[config.mk]
export PLATFORM = sky130hd
export DESIGN_NAME = directed_graph_acyclicity_check
export DESIGN_NICKNAME = d
export VERILOG_FILES = /design/src/design/dgac_pkg.sv /design/src/design/directed_graph_acyclicity_check.sv /design/src/design/dgac_ram.sv
export SDC_FILE = /design/constraint.sdc
export NUM_CORES = 1
export LEC_CHECK = 0
export BUFFER_PORTS_ARGS = -buffer_cell sky130_fd_sc_hd__buf_2
export CAP_MARGIN = 10
export CORE_MARGIN = 8
export CORE_UTILIZATION = 56
export DETAILED_ROUTE_END_ITERATION = 8
export GPL_TIMING_DRIVEN = 0
export HOLD_SLACK_MARGIN = 0.05
export PLACE_DENSITY = 0.75
export REMOVE_ABC_BUFFERS = 1
export SKIP_LAST_GASP = 1
export SYNTH_ARGS = -nofsm -noshare
export SYNTH_HDL_FRONTEND = slang
export SYNTH_HIERARCHICAL = 1
export SYNTH_SLANG_ARGS = --single-unit
[constraint.sdc]
create_clock -name clock -period 2.8 [get_ports clock]
set_clock_uncertainty 0.15 [all_clocks]
set_input_delay 0.14 -clock clock [delete_from_list [all_inputs] [get_ports clock]]
set_output_delay 0.14 -clock clock [all_outputs]
set_load 0.005 [all_outputs]
[src/design/dgac_pkg.sv]
// ----------------------------------------------------------------------------
// dgac_pkg
// Shared constants and types for the directed graph acyclicity check.
// ----------------------------------------------------------------------------
package dgac_pkg;

   // default node count of the relation
   localparam int NODES_DEF = 16;

   // fixed widths of the request word
   localparam int ROW_IDX_W = 4;
   localparam int MASK_W    = 16;

   // control sequencer states
   typedef enum logic [2:0] {
      ST_IDLE = 3'b001,
      ST_READ = 3'b010,
      ST_TAIL = 3'b100
   } state_type;

endpackage

[src/design/directed_graph_acyclicity_check.sv]
// ----------------------------------------------------------------------------
// directed_graph_acyclicity_check
// Decides whether a directed relation on NODES nodes has no cycle by
// repeatedly peeling away live nodes whose live successors are all gone.
// ----------------------------------------------------------------------------
// Usage
//   Request word: req_row_index, req_successor_mask, req_run_check, taken at
//   a rising edge with start high and busy low. Each word writes the successor
//   row of one node (indexes at or above NODES are dropped, mask bits above
//   the node count are dropped). A word without req_run_check gives no
//   response.
//   With req_run_check set, the row is written and then the stored relation is
//   swept: each sweep reads all R = min(NODES,16) rows from the row RAM, one a
//   cycle, and removes every live node with no live successor. After the R
//   reads, a tail state processes the last row from the registered RAM read.
//   Sweeps repeat until one removes nothing or no node is left, so a check
//   takes S sweeps with 1 <= S <= R; the response strobe rsp_valid is
//   registered from the last sweep's tail state. busy stays high until the strobe cycle.
//   Response word: rsp_is_acyclic, valid for the single cycle rsp_valid is
//   high; the receiver cannot stall it.
//   Reset: synchronous, active high; all rows read as empty afterwards, via
//   per-row valid flags, so there is no clearing pass. Rows persist across
//   checks. Nodes numbered 16 and above can never get successors and peel in
//   the first sweep.
// ----------------------------------------------------------------------------
module directed_graph_acyclicity_check #(
   parameter int NODES = dgac_pkg::NODES_DEF
) (
   input  logic                           clock,
   input  logic                           reset,
   input  logic                           start,
   output logic                           busy,
   input  logic [dgac_pkg::ROW_IDX_W-1:0] req_row_index,
   input  logic [dgac_pkg::MASK_W-1:0]    req_successor_mask,
   input  logic                           req_run_check,
   output logic                           rsp_valid,
   output logic                           rsp_is_acyclic
);

   // rows that can ever hold successors
   localparam int ROWS   = (NODES < dgac_pkg::MASK_W) ? NODES : dgac_pkg::MASK_W;
   localparam int ADDR_W = (ROWS > 1) ? $clog2(ROWS) : 1;
   localparam logic [ADDR_W-1:0] LAST_ROW = ADDR_W'(ROWS - 1);

   dgac_pkg::state_type state_ff, state_in;

   logic [ROWS-1:0]   row_vld_ff, row_vld_in;
   logic [ROWS-1:0]   live_ff, live_in;
   logic [ADDR_W-1:0] cnt_ff, cnt_in;
   logic [ADDR_W-1:0] rd_addr_ff;
   logic              rd_vld_ff, rd_vld_in;
   logic              changed_ff, changed_in;
   logic              rsp_valid_ff, rsp_valid_in;
   logic              rsp_acyc_ff, rsp_acyc_in;

   logic              accept;
   logic              wr_en;
   logic              rd_en;
   logic [ROWS-1:0]   ram_rd_data;
   logic [ROWS-1:0]   row_data;
   logic              remove;
   logic [ROWS-1:0]   remove_bit;
   logic              changed_now;

   assign busy   = (state_ff != dgac_pkg::ST_IDLE);
   assign accept = start && !busy;
   assign wr_en  = accept && (32'(req_row_index) < ROWS);
   assign rd_en  = (state_ff == dgac_pkg::ST_READ);

   // adjacency row store
   dgac_ram #(
      .WIDTH (ROWS),
      .DEPTH (ROWS),
      .ADDR_W(ADDR_W)
   ) u_rows (
      .clock  (clock),
      .wr_en  (wr_en),
      .wr_addr(req_row_index[ADDR_W-1:0]),
      .wr_data(req_successor_mask[ROWS-1:0]),
      .rd_en  (rd_en),
      .rd_addr(cnt_ff),
      .rd_data(ram_rd_data)
   );

   // a row never written since reset reads as empty
   assign row_data    = row_vld_ff[rd_addr_ff] ? ram_rd_data : '0;
   assign remove      = rd_vld_ff && live_ff[rd_addr_ff] && ((row_data & live_ff) == '0);
   assign remove_bit  = remove ? (ROWS'(1) << rd_addr_ff) : '0;
   assign changed_now = changed_ff || remove;

   // sequencer and peeling update
   always_comb begin
      state_in     = state_ff;
      row_vld_in   = row_vld_ff;
      live_in      = live_ff & ~remove_bit;
      cnt_in       = cnt_ff;
      rd_vld_in    = 1'b0;
      changed_in   = changed_now;
      rsp_valid_in = 1'b0;
      rsp_acyc_in  = rsp_acyc_ff;

      if (wr_en) begin
         row_vld_in[req_row_index[ADDR_W-1:0]] = 1'b1;
      end

      unique case (state_ff)
         dgac_pkg::ST_IDLE: begin
            if (accept && req_run_check) begin
               live_in    = '1;
               cnt_in     = '0;
               changed_in = 1'b0;
               state_in   = dgac_pkg::ST_READ;
            end
         end
         dgac_pkg::ST_READ: begin
            rd_vld_in = 1'b1;
            if (cnt_ff == LAST_ROW) begin
               state_in = dgac_pkg::ST_TAIL;
            end else begin
               cnt_in = cnt_ff + ADDR_W'(1);
            end
         end
         dgac_pkg::ST_TAIL: begin
            // last row of the sweep is processed here
            if (changed_now && (live_in != '0)) begin
               cnt_in     = '0;
               changed_in = 1'b0;
               state_in   = dgac_pkg::ST_READ;
            end else begin
               rsp_valid_in = 1'b1;
               rsp_acyc_in  = (live_in == '0);
               state_in     = dgac_pkg::ST_IDLE;
            end
         end
         default: begin
            state_in = dgac_pkg::ST_IDLE;
         end
      endcase
   end

   // control registers
   always_ff @(posedge clock) begin
      if (reset) begin
         state_ff     <= dgac_pkg::ST_IDLE;
         row_vld_ff   <= '0;
         live_ff      <= '1;
         rd_vld_ff    <= 1'b0;
         changed_ff   <= 1'b0;
         rsp_valid_ff <= 1'b0;
      end else begin
         state_ff     <= state_in;
         row_vld_ff   <= row_vld_in;
         live_ff      <= live_in;
         rd_vld_ff    <= rd_vld_in;
         changed_ff   <= changed_in;
         rsp_valid_ff <= rsp_valid_in;
      end
   end

   // payload registers
   always_ff @(posedge clock) begin
      cnt_ff      <= cnt_in;
      rd_addr_ff  <= cnt_ff;
      rsp_acyc_ff <= rsp_acyc_in;
   end

   assign rsp_valid      = rsp_valid_ff;
   assign rsp_is_acyclic = rsp_acyc_ff;

`ifndef ASSERT_OFF
   // a response word only follows the last sweep's tail cycle
   a_rsp_after_tail: assert property (@(posedge clock) disable iff (reset)
      rsp_valid |-> $past(state_ff == dgac_pkg::ST_TAIL))
      else $error("response without a finished sweep");

   // the response strobe frees the request side
   a_rsp_not_busy: assert property (@(posedge clock) disable iff (reset)
      rsp_valid |-> !busy)
      else $error("busy during response strobe");

   // returning row data always belongs to an active sweep
   a_rd_in_sweep: assert property (@(posedge clock) disable iff (reset)
      rd_vld_ff |-> (state_ff == dgac_pkg::ST_READ || state_ff == dgac_pkg::ST_TAIL))
      else $error("row data outside a sweep");

   // a check request starts a sweep on the next cycle
   a_check_starts: assert property (@(posedge clock) disable iff (reset)
      accept && req_run_check |=> (state_ff == dgac_pkg::ST_READ && cnt_ff == '0))
      else $error("check did not start a sweep");

   // live nodes only ever shrink during a check
   a_live_shrinks: assert property (@(posedge clock) disable iff (reset)
      (state_ff != dgac_pkg::ST_IDLE) && $past(state_ff != dgac_pkg::ST_IDLE)
      |-> ((live_ff & ~$past(live_ff)) == '0))
      else $error("a peeled node came back");
`endif

endmodule

[src/design/dgac_ram.sv]
// ----------------------------------------------------------------------------
// dgac_ram
// Generic single write port, single read port RAM with a registered read.
// ----------------------------------------------------------------------------
module dgac_ram #(
   parameter int WIDTH = 16,
   parameter int DEPTH = 16,
   parameter int ADDR_W = (DEPTH > 1) ? $clog2(DEPTH) : 1
) (
   input  logic              clock,
   input  logic              wr_en,
   input  logic [ADDR_W-1:0] wr_addr,
   input  logic [WIDTH-1:0]  wr_data,
   input  logic              rd_en,
   input  logic [ADDR_W-1:0] rd_addr,
   output logic [WIDTH-1:0]  rd_data
);

   logic [WIDTH-1:0] mem_ff [DEPTH];
   logic [WIDTH-1:0] rd_data_ff;

   // write port
   always_ff @(posedge clock) begin
      if (wr_en) begin
         mem_ff[wr_addr] <= wr_data;
      end
   end

   // registered read port
   always_ff @(posedge clock) begin
      if (rd_en) begin
         rd_data_ff <= mem_ff[rd_addr];
      end
   end

   assign rd_data = rd_data_ff;

endmodule
==> impl_metrics.tcl, run 1 <==
set metrics [dict create \
    status "complete, but fails checks" \
    violations "negative setup slack" \
    peakVddDrop_mv 0.683 \
    vias 6870 \
    synthTopCellsByCount "edfxtp_1 (277), mux4_2 (56), nor2_1 (49)" \
    start_util_pct 57.3 \
    critical_path.cell_chain "mux4_2 -> mux2_4 -> a22oi_4 -> o221ai_2 -> a222oi_1 -> nand4_2 -> o31ai_4 -> nor3_4" \
    period_minus_slack_ps 3030 \
    ctsRootBufferMaster "clkbuf_16" \
    critPathMaxFanout 5 \
    utilization_pct 67.8 \
    rsz0062_at_grt "true" \
    rows 54 \
    cts_tree "yes" \
    yosysSeqAreaShare_pct 73.1 \
    worst_slack_ps -226 \
    ff2ff_path_depth 8 \
    slew_headroom_pct 34.6 \
    drive_gt1_share_pct 26.9 \
    crit_arrival_ps 3180 \
    fmax_ghz 0.331 \
    io_pins 27 \
    synth_top_area_share_pct 66.4 \
    totalWireLength_um 27400 \
    cellLeakagePower_nw 4.96 \
    max-cap-violations 0 \
    cts_sinks 319 \
    critPathSlowestCell "mux4_2" \
    fin_hold_ws_ps 80.4 \
    finalHoldViolCount 0 \
    cp-start-kind "flop" \
    dr.pass1.iters 7 \
    die_w_um 166 \
    drt_iter0_drc 761 \
    max_stage_delay_ps 520 \
    worst_pin_slew_ps 980 \
    netlist-cell-type-count 55 \
    place.gp.congestion 0.851 \
    syn_avg_cell_area_um2 18.2 \
    synth_area_leaders "edfxtp_1 (66%), mux4_2 (10%), dfxtp_1 (6.7%)" \
    remaining_drc_errors 0 \
    via_per_inst 6.31 \
    r2r_end "cnt_ff[1]$_SDFFCE_PN0P_" \
    grt_pass1_vias 7059 \
    clockBufferDepth 3 \
    track_usage_pct 19.5 \
    synth.most_common_cell "edfxtp_1" \
    grt_max_degree 24 \
    post-route-cell-area_mm2 0.0148 \
    n_antenna_cell 0 \
    syn_to_final_growth_pct 18.4 \
    fp.dieH_um 166 \
    io_buffers 26 \
    power_density_mw_per_mm2 650 \
    cp.depth 8 \
    r2r-start "rd_addr_ff[0]$_DFF_P_" \
    synth_top_cell_by_area "edfxtp_1" \
    clkTransAtPathRegs_ps 60 \
    critPathBufInv 0 \
    grt_pass1_wl_um 41900 \
    final_antenna_net_count 0 \
    required_ps 2950 \
    ys_seq_elements 319 \
    dpl_cell_area_mm2 0.0134 \
    crit_path_end_kind "flop" \
    min_path_type "input port to flop" \
    clock_latency_ps 560 \
    grt_overflow 0 \
    synth_edf_count 277 \
    final-max-slew-violation-count 0 \
    coreArea_mm2 0.0219 \
    cts_buffers 31 \
    period_share_pct 108 \
    dp_hpwl_um 17400 \
    hold_end "row_vld_ff[4]$_SDFFE_PP0P_" \
    place_worst_setup_slack_ps -1390 \
    total_power_mw 9.66 \
    wl_per_cell_um 25.2 \
    cts.htree.levels 1 \
    die-area_mm2 0.0274 \
    netlist_area_mm2 0.0125 \
    final_nets 809 \
    critical_path_class "flop to flop" \
    syn_inst 690 \
    rrSetupSlack_ps -230 \
    setup_viol 10 \
    min_path_cells 5 \
    synth-async-reset-ratio_pct 0 \
    hold_start "start" \
    crit_family "compound AO/OA/AOI/OAI gates" \
    antenna_found_initial 2 \
    synthFlopType "edfxtp_1" \
    synth_warnings 6 \
]
-- how the worst max path moves through the flow --
stage	start	endpoint	slack, ps
5_1_grt	rd_addr_ff[0]$_DFF_P_	cnt_ff[1]$_SDFFCE_PN0P_	-410
3_3_place_gp	cnt_ff[0]$_SDFFCE_PN0P_	u_rows/rd_data[4]$_DFFE_PP_	-2200
4_1_cts	rd_addr_ff[0]$_DFF_P_	cnt_ff[1]$_SDFFCE_PN0P_	-210
2_1_floorplan	cnt_ff[0]$_SDFFCE_PN0P_	u_rows/rd_data[0]$_DFFE_PP_	-1100
6_report	rd_addr_ff[0]$_DFF_P_	cnt_ff[1]$_SDFFCE_PN0P_	-230
3_5_place_dp	rd_addr_ff[1]$_DFF_P_	cnt_ff[3]$_SDFFCE_PN0P_	-1390
-- where the power goes --
group | total, mW | internal, mW | switching [mW] | leakage [nW]
registers | 5.25 | 5.22 | 0.0293 | 2.84
clock network | 3.94 | 2.22 | 1.72 | 0.475
logic | 0.466 | 0.199 | 0.267 | 1.64
total | 9.66 | 7.64 | 2.02 | 4.96
-- layout make-up --
class	count	area [um^2]
clock buffers	34	787
clock inverters	23	188
fillers	1415	7050
inverters	10	37.5
multi-input cells	325	3290
flip-flops and latches	319	9170
well taps	280	350
repair buffers	97	1020
-- cells in the final DEF (no fill, tap or decap), types with 3 or more instances in the layout --
cell / instances
o21ai_0: 3
nor2b_1: 6
nor3_2: 3
buf_2: 26
a21oi_1: 16
a22oi_1: 34
nand2_1: 42
buf_6: 7
mux2i_1: 10
buf_8: 17
clkinv_4: 3
nor3_1: 7
inv_1: 10
edfxtp_1: 277
a221oi_1: 4
o221ai_2: 3
o41ai_1: 4
o31ai_1: 5
clkinv_1: 7
nand2b_1: 9
clkbuf_1: 3
nor2_4: 3
clkbuf_16: 31
dlygate4sd3_1: 26
mux4_2: 57
a22o_1: 4
clkinv_2: 7
mux4_1: 10
nor2_1: 36
nand3_1: 6
dfxtp_1: 39
buf_16: 7
nor2_2: 10
a31oi_1: 4
buf_4: 14
and3_1: 3
-- per-stage QoR --
step | std cells | setup TNS (ps)
6_report | 1088 | -1950
4_1_cts | 1086 | -1560
5_1_grt | 1088 | -3810
3_5_place_dp | 991 | -14060
2_1_floorplan | 654 | -28510
3_3_place_gp | 960 | -240070
-- worst register-to-register path, cell delays in order, from the launching register on --
cell      delay, ps
dfxtp_4         380
mux4_2          520
mux2_4          300
a22oi_4         250
o221ai_2        150
a222oi_1        400
nand4_2         210
o31ai_4         320
nor3_4           90
-- kinds of logic after synthesis --
family | after synthesis | synth area share [%]
adders and majority gates | 1 | 0.0998
AOI/OAI and AO/OA | 96 | 5.92
muxes | 79 | 13.4
and+or+nand+nor | 146 | 5.45
buffers and inverters | 46 | 1.87
xor gates and xnor gates | 3 | 0.210
DFF | 319 | 73.1
-- state kept, by name (all words and copies together) (netlist names) --
name            count
u_rows/rd_data     16
rd_addr_ff          4
state_ff            3
rsp_valid           1
row_vld_ff         16
u_rows/mem_ff     256
cnt_ff              4
live_ff            16
rsp_is_acyclic      1
rd_vld_ff           1
changed_ff          1
-- routing by layer --
layer / part of all wire, % / routed length (um) / vias to the layer above / track usage, %
li1: - / - / 2991 / -
met1: 38 / 10400 / 3499 / 24.4
met2: 51 / 14000 / 314 / 33.8
met3: 7.9 / 2160 / 62 / 4.19
met4: 3.1 / 839 / 4 / 5.68
met5: 0.088 / 24 / - / 0
-- what timing repair did --
item                       4_1_cts  5_1_grt
pin swaps                        8        0
setup buffers                   12        1
hold endpoints to repair       302        0
gates resized for setup         19        4
setup endpoints to repair       33       37
hold buffers                    26        0
(Power assumes the default switching activity.)
==> run 2: changes to the inputs <==
--- a/config.mk
+++ b/config.mk
@@ -5,7 +5,7 @@
 export SDC_FILE = /design/constraint.sdc
 export NUM_CORES = 1
 export LEC_CHECK = 0
-export BUFFER_PORTS_ARGS = -buffer_cell sky130_fd_sc_hd__buf_2
+export BUFFER_PORTS_ARGS = -buffer_cell sky130_fd_sc_hd__clkbuf_2
 export CAP_MARGIN = 10
 export CORE_MARGIN = 8
 export CORE_UTILIZATION = 56
==> constraint.sdc (replaced) <==
create_clock -name clock -period 2.8 [get_ports clock]
set_clock_uncertainty 0.15 [all_clocks]
set_input_delay 0.14 -clock clock [delete_from_list [all_inputs] [get_ports clock]]
set_output_delay 0.14 -clock clock [all_outputs]
set_load 0.05 [all_outputs]
==> run 2 against run 1 <==
Effect of this change: the run still ends with negative setup slack left; sequential share of layout area down 0.72 points; power increased by 3.7%; final cell count increased by 0.46%; setup slack better by 9.2 ps; sequential cell count is the same; first-iteration DRC count increased by 22%; combinational power is 2% higher; via count is 2.7% higher; count of clock-buffer cells in the layout increased by 11; worst hold slack improved by 27 ps; global-route usage is 0.59 points higher; routed wire length is 3.6% higher; largest cell class unchanged.
==> impl_metrics.tcl, run 2 (synthesis results as in run 1) <==
set metrics [dict create \
    period_share_pct 108 \
    clockBufferDepth 3 \
    vias 7057 \
    slew_headroom_pct 33.1 \
    grt_overflow 0 \
    grt_pass1_vias 7099 \
    status "complete, but fails checks" \
    required_ps 3020 \
    rsz0062_at_grt "true" \
    totalWireLength_um 28400 \
    period_minus_slack_ps 3020 \
    total_power_mw 10.0 \
    regMostFlops "u_rows/mem_ff" \
    remaining_drc_errors 0 \
    setup_viol 10 \
    rrSetupSlack_ps -220 \
    hold_start "start" \
    place_worst_setup_slack_ps -1370 \
    cts_buffers 34 \
    drt_iter0_drc 932 \
    track_usage_pct 20.1 \
    io_buffers 26 \
    via_per_inst 6.46 \
    dp_cells 990 \
    cts.htree.levels 2 \
    dr.pass1.iters 5 \
    rows 54 \
    grt_pass1_wl_um 42900 \
    peakVddDrop_mv 0.536 \
    final_antenna_net_count 0 \
    die_w_um 166 \
    cellLeakagePower_nw 5.05 \
    finalHoldViolCount 0 \
    r2r_end "state_ff[1]$_SDFFE_PP0P_" \
    final_common_cell "edfxtp_1" \
    cp-endpoint "state_ff[1]$_SDFFE_PP0P_" \
    final-max-slew-violation-count 0 \
    cts_tree "yes" \
    antenna_found_initial 0 \
    crit_path_end_kind "flop" \
    coreArea_mm2 0.0219 \
    dp_hpwl_um 17600 \
    max_stage_delay_ps 510 \
    final_nets 814 \
    cts_sinks 319 \
    largest_reg_flops 256 \
    critical_path.cell_chain "mux4_2 -> mux2_4 -> a22oi_4 -> o221ai_2 -> a222oi_1 -> nand4_2 -> o31ai_4 -> buf_4 -> nor4_1" \
    fp.dieH_um 166 \
    start_util_pct 57.3 \
    tns_ps -1890 \
    cp-start-kind "flop" \
    nFillCells 1360 \
    critical_path_class "flop to flop" \
    clock_latency_ps 510 \
    syn_to_final_growth_pct 19.8 \
    violations "negative setup slack" \
    power_density_mw_per_mm2 666 \
    layoutNonFillerInstCount 1093 \
    layout_common_cells "edfxtp_1 (277), mux4_2 (57), nand2_1 (42), dfxtp_1 (39), nor2_1 (35)" \
    die-area_mm2 0.0274 \
    worst_pin_slew_ps 1000 \
    worst_slack_ps -216 \
    io_pins 27 \
    r2r-start "rd_addr_ff[0]$_DFF_P_" \
    max-cap-violations 0 \
    fmax_ghz 0.332 \
    ff2ff_path_depth 9 \
    n_antenna_cell 0 \
    drive_gt1_share_pct 26.6 \
    crit_arrival_ps 3230 \
    place.gp.congestion 0.881 \
    ctsRootBufferMaster "clkbuf_16" \
    min_path_type "input port to flop" \
    grt_max_degree 22 \
    critPathSlowestCell "mux4_2" \
    wl_per_cell_um 26.0 \
    critPathMaxFanout 5 \
    clkTransAtPathRegs_ps 60 \
    startpoint "rd_addr_ff[0]$_DFF_P_" \
]
==> run 2: cell types whose count changed in the layout (fill, tap and decap cells not counted), sizes merged <==
| cell | delta |
|---|---|
| clkbuf | +37 |
| buf | -28 |
| clkinv | -8 |
| dlygate4sd3 | +4 |
| clkinvlp | -1 |
| inv | +1 |
==> run 2: worst min path at each step <==
stage / cells past startpoint / slack, ps / to
floorplan: 1 / 60 / rsp_valid$_SDFF_PP0_
global placement: 2 / 290 / row_vld_ff[6]$_SDFFE_PP0P_
detailed placement: 2 / 310 / row_vld_ff[7]$_SDFFE_PP0P_
CTS: 2 / 60 / u_rows/mem_ff[0][14]$_DFFE_PP_
global route: 2 / 120 / u_rows/mem_ff[0][14]$_DFFE_PP_
finish: 5 / 110 / row_vld_ff[11]$_SDFFE_PP0P_
==> run 2: worst max-delay path, delay by kind of cell (launching register included) <==
| family | cells | cell delay, ps |
|---|---|---|
| AO/OA/AOI/OAI | 4 | 1100 |
| multiplexers | 2 | 810 |
| flip-flops | 1 | 390 |
| AND/OR/NAND/NOR | 2 | 250 |
| buffers and inverters | 1 | 180 |
==> run 2: repair_timing <==
action                     CTS  global route
buffers inserted             7             5
hold buffers                30             0
resized for setup           16             8
hold endpoints to repair   279             0
pin swaps                    7             1
setup endpoints to repair   31            41
==> run 2: final cells by class <==
cell class / instances / area, um^2 / area share [%]
flip-flops and latches: 319 / 9170 / 61.0
multi-input cells: 325 / 3290 / 21.9
repair buffers: 99 / 1100 / 7.31
clock buffers: 45 / 912 / 6.07
well taps: 280 / 350 / 2.33
clock inverters: 15 / 161 / 1.07
inverters: 10 / 37.5 / 0.250
==> run 2: metal layers <==
metal,vias to the layer above,routed length (um),GRT usage [%],part of all wire [%]
li1,3005,-,-,-
met1,3612,10800,25.6,38
met2,369,14400,34.0,51
met3,71,2240,3.43,7.9
met4,0,918,7.84,3.2
met5,-,0,0,0
==> run 2: where the power goes <==
part | internal (mW) | total, mW | switching (mW)
clock | 2.51 | 4.28 | 1.77
combinational | 0.200 | 0.476 | 0.276
sequential | 5.22 | 5.25 | 0.0329
==> run 2: stage by stage <==
stage / utilization, % / cell area (um^2) / hold slack [ps]
detailed placement: 61.4 / 13400 / 310
global route: 68.6 / 15000 / 124
global placement: 58.6 / 12800 / 291
CTS: 68.2 / 14900 / 63.0
finish: 68.6 / 15000 / 107
floorplan: - / 12300 / 61.6
==> run 3: changes to the inputs <==
--- a/config.mk
+++ b/config.mk
@@ -5,6 +5,7 @@
 export SDC_FILE = /design/constraint.sdc
 export NUM_CORES = 1
 export LEC_CHECK = 0
+export ABC_AREA = 1
 export BUFFER_PORTS_ARGS = -buffer_cell sky130_fd_sc_hd__clkbuf_2
 export CAP_MARGIN = 10
 export CORE_MARGIN = 8
@@ -17,5 +18,4 @@
 export SKIP_LAST_GASP = 1
 export SYNTH_ARGS = -nofsm -noshare
 export SYNTH_HDL_FRONTEND = slang
-export SYNTH_HIERARCHICAL = 1
 export SYNTH_SLANG_ARGS = --single-unit
==> run 3 against run 2 <==
Effect of this change: the run now ends clean; critical endpoint is now cnt_ff[1]$_SDFFCE_PN0P_; maximum frequency up 13%; sequential cell count unchanged; critical path depth up 8; combinational power rose to 9.3 times the previous value; worst hold slack worse by 20 ps.
==> impl_metrics.tcl, run 3 <==
set metrics [dict create \
    grt_max_degree 60 \
    crit_arrival_ps 2770 \
    totalWireLength_um 31100 \
    finalHoldViolCount 0 \
    critPathBufInv 2 \
    use_met3_pct 4.11 \
    ctsRootBufferMaster "clkbuf_16" \
    remaining_drc_errors 0 \
    max-cap-violations 0 \
    cellLeakagePower_nw 5.39 \
    regMostFlops "u_rows.mem_ff" \
    cts_tree "yes" \
    dpl_cell_area_mm2 0.0136 \
    io_buffers 26 \
    post-route-cell-area_mm2 0.0152 \
    layoutNonFillerInstCount 1427 \
    worst_pin_slew_ps 1050 \
    power_density_mw_per_mm2 965 \
    critical_path_class "flop to flop" \
    dr.pass1.iters 6 \
    wl_per_cell_um 21.8 \
    grt_pass1_vias 8171 \
    clock_latency_ps 500 \
    grt_use_met1_pct 28.7 \
    track_usage_pct 21.8 \
    total_power_mw 14.7 \
    grt-busiest-layer "met2" \
    place.gp.congestion 0.876 \
    ys_seq_elements 319 \
    fp.dieH_um 167 \
    required_ps 2910 \
    max_stage_delay_ps 390 \
    critPathMaxFanout 17 \
    drt_iter0_drc 1090 \
    largest_reg_flops 256 \
    cp-start-kind "flop" \
    syn_inst 1045 \
    synth_top_area_share_pct 65.6 \
    critPathSlowestCell "dfxtp_4" \
    grt_util_met2_pct 34.3 \
    cts.htree.levels 2 \
    place_worst_setup_slack_ps -509 \
    via_per_inst 6.09 \
    synth_area_leaders "edfxtp_1 (66%), dfxtp_1 (6.6%), nor2_1 (6.0%)" \
    slew_headroom_pct 30.2 \
    synth-async-reset-ratio_pct 0 \
    peakVddDrop_mv 0.537 \
    final_antenna_net_count 0 \
    synth_top_cell_by_area "edfxtp_1" \
    grt_overflow 0 \
    layout_common_cells "edfxtp_1 (277), nor2_1 (191), nand2_1 (166), o21ai_0 (65), nand3_1 (56)" \
    synthTopCellsByCount "edfxtp_1 (277), nor2_1 (203), nand2_1 (168)" \
    dp_cells 1330 \
    io_pins 27 \
    netlist_area_mm2 0.0127 \
    synth_edf_count 277 \
    coreArea_mm2 0.0224 \
    die_w_um 167 \
    setup_viol 0 \
    final_nets 1141 \
    vias 8691 \
    netlist-cell-type-count 27 \
    min_path_type "input port to flop" \
    period_minus_slack_ps 2670 \
    grt_pass1_wl_um 46800 \
    worst_slack_ps 134 \
    crit_family "simple AND/OR/NAND/NOR gates" \
    cts_sinks 319 \
    final-max-slew-violation-count 0 \
    synthFlopType "edfxtp_1" \
    die-area_mm2 0.0277 \
    clockBufferDepth 3 \
    final_common_cell "edfxtp_1" \
    drive_gt1_share_pct 13.9 \
    synth.most_common_cell "edfxtp_1" \
    rows 55 \
    crit_path_end_kind "flop" \
    syn_to_final_growth_pct 20.0 \
    fin_hold_ws_ps 87.6 \
    yosysSeqAreaShare_pct 72.2 \
    start_util_pct 56.5 \
    cts_buffers 34 \
    period_share_pct 95.2 \
    fmax_ghz 0.375 \
    status "completed" \
    synth_warnings 0 \
    syn_avg_cell_area_um2 12.1 \
    critical_path.cell_chain "buf_4 -> nand2_1 -> nand2_1 -> nand2_1 -> nand2_1 -> nand2_1 -> nand3_1 -> nand3_4 -> nand2_1 -> o21ai_1 -> nand2_1 -> nor2_1 -> nand2_1 -> o21ai_1 -> nand2_2 -> nand3_2 -> inv_1" \
    path_common_cell "nand2_1" \
    antenna_found_initial 1 \
    dp_hpwl_um 18600 \
    clkTransAtPathRegs_ps 60 \
]
## run 3: timing repair
item | 4_1_cts | 5_1_grt
hold buffers | 21 | 0
endpoints found under the setup margin | 108 | 191
buffers inserted | 4 | 9
gates cloned | 0 | 1
pin swaps | 1 | 3
hold endpoints to repair | 288 | 0
resized for setup | 14 | 19
## run 3: logic make-up after synthesis
family,share of synthesized area (%)
compound gates,7.70
xor+xnor,0.0691
fa+ha+maj,0.0986
buf+inv,3.08
flops,72.2
mux,2.13
simple gates,14.7
## run 3: metrics by stage
step	util, %	setup TNS, ps
floorplan	-	-52180
finish	67.8	0
detailed placement	60.8	-8640
CTS	67.2	-3590
global placement	57.6	-404060
global route	67.8	-105
## run 3: area by class of cell
cell class                 instances  area [um^2]
timing repair buffer              93         1130
antenna                            1         2.50
fill                            1491         7220
clock buffer                      44          972
inverter                          35          156
tap                              285          357
timing repair inverter             1         5.00
clock inverter                    17          160
multi-input combinational        632         3260
sequential                       319         9170
## run 3: final timing paths
kind | startpoint | to | slack (ps) | cells past startpoint
worst min-delay path | start | u_rows.mem_ff[9][4]$_DFFE_PP_ | 90 | 3
worst min register to register | cnt_ff[3]$_SDFFCE_PN0P_ | rd_addr_ff[3]$_DFF_P_ | 300 | 0
worst max register to register | rd_addr_ff[0]$_DFF_P_ | cnt_ff[1]$_SDFFCE_PN0P_ | 130 | 17
worst max-delay path | rd_addr_ff[0]$_DFF_P_ | cnt_ff[1]$_SDFFCE_PN0P_ | 130 | 17
## run 3: where the power goes
group	switching, mW	leakage (nW)	internal [mW]
clock	1.76	0.555	2.73
combinational	2.80	1.99	1.65
sequential	0.264	2.84	5.48
total	4.82	5.39	9.87
## run 3: routing by layer
metal | wire (um) | vias up
met5 | 0 | -
met1 | 12600 | 4168
li1 | - | 3923
met2 | 14500 | 495
met3 | 2590 | 105
met4 | 1410 | 0
## run 3: worst min-delay path: stages
cell and delay, ps:
clkbuf_2 90, nand2_2 210, nor3_2 110
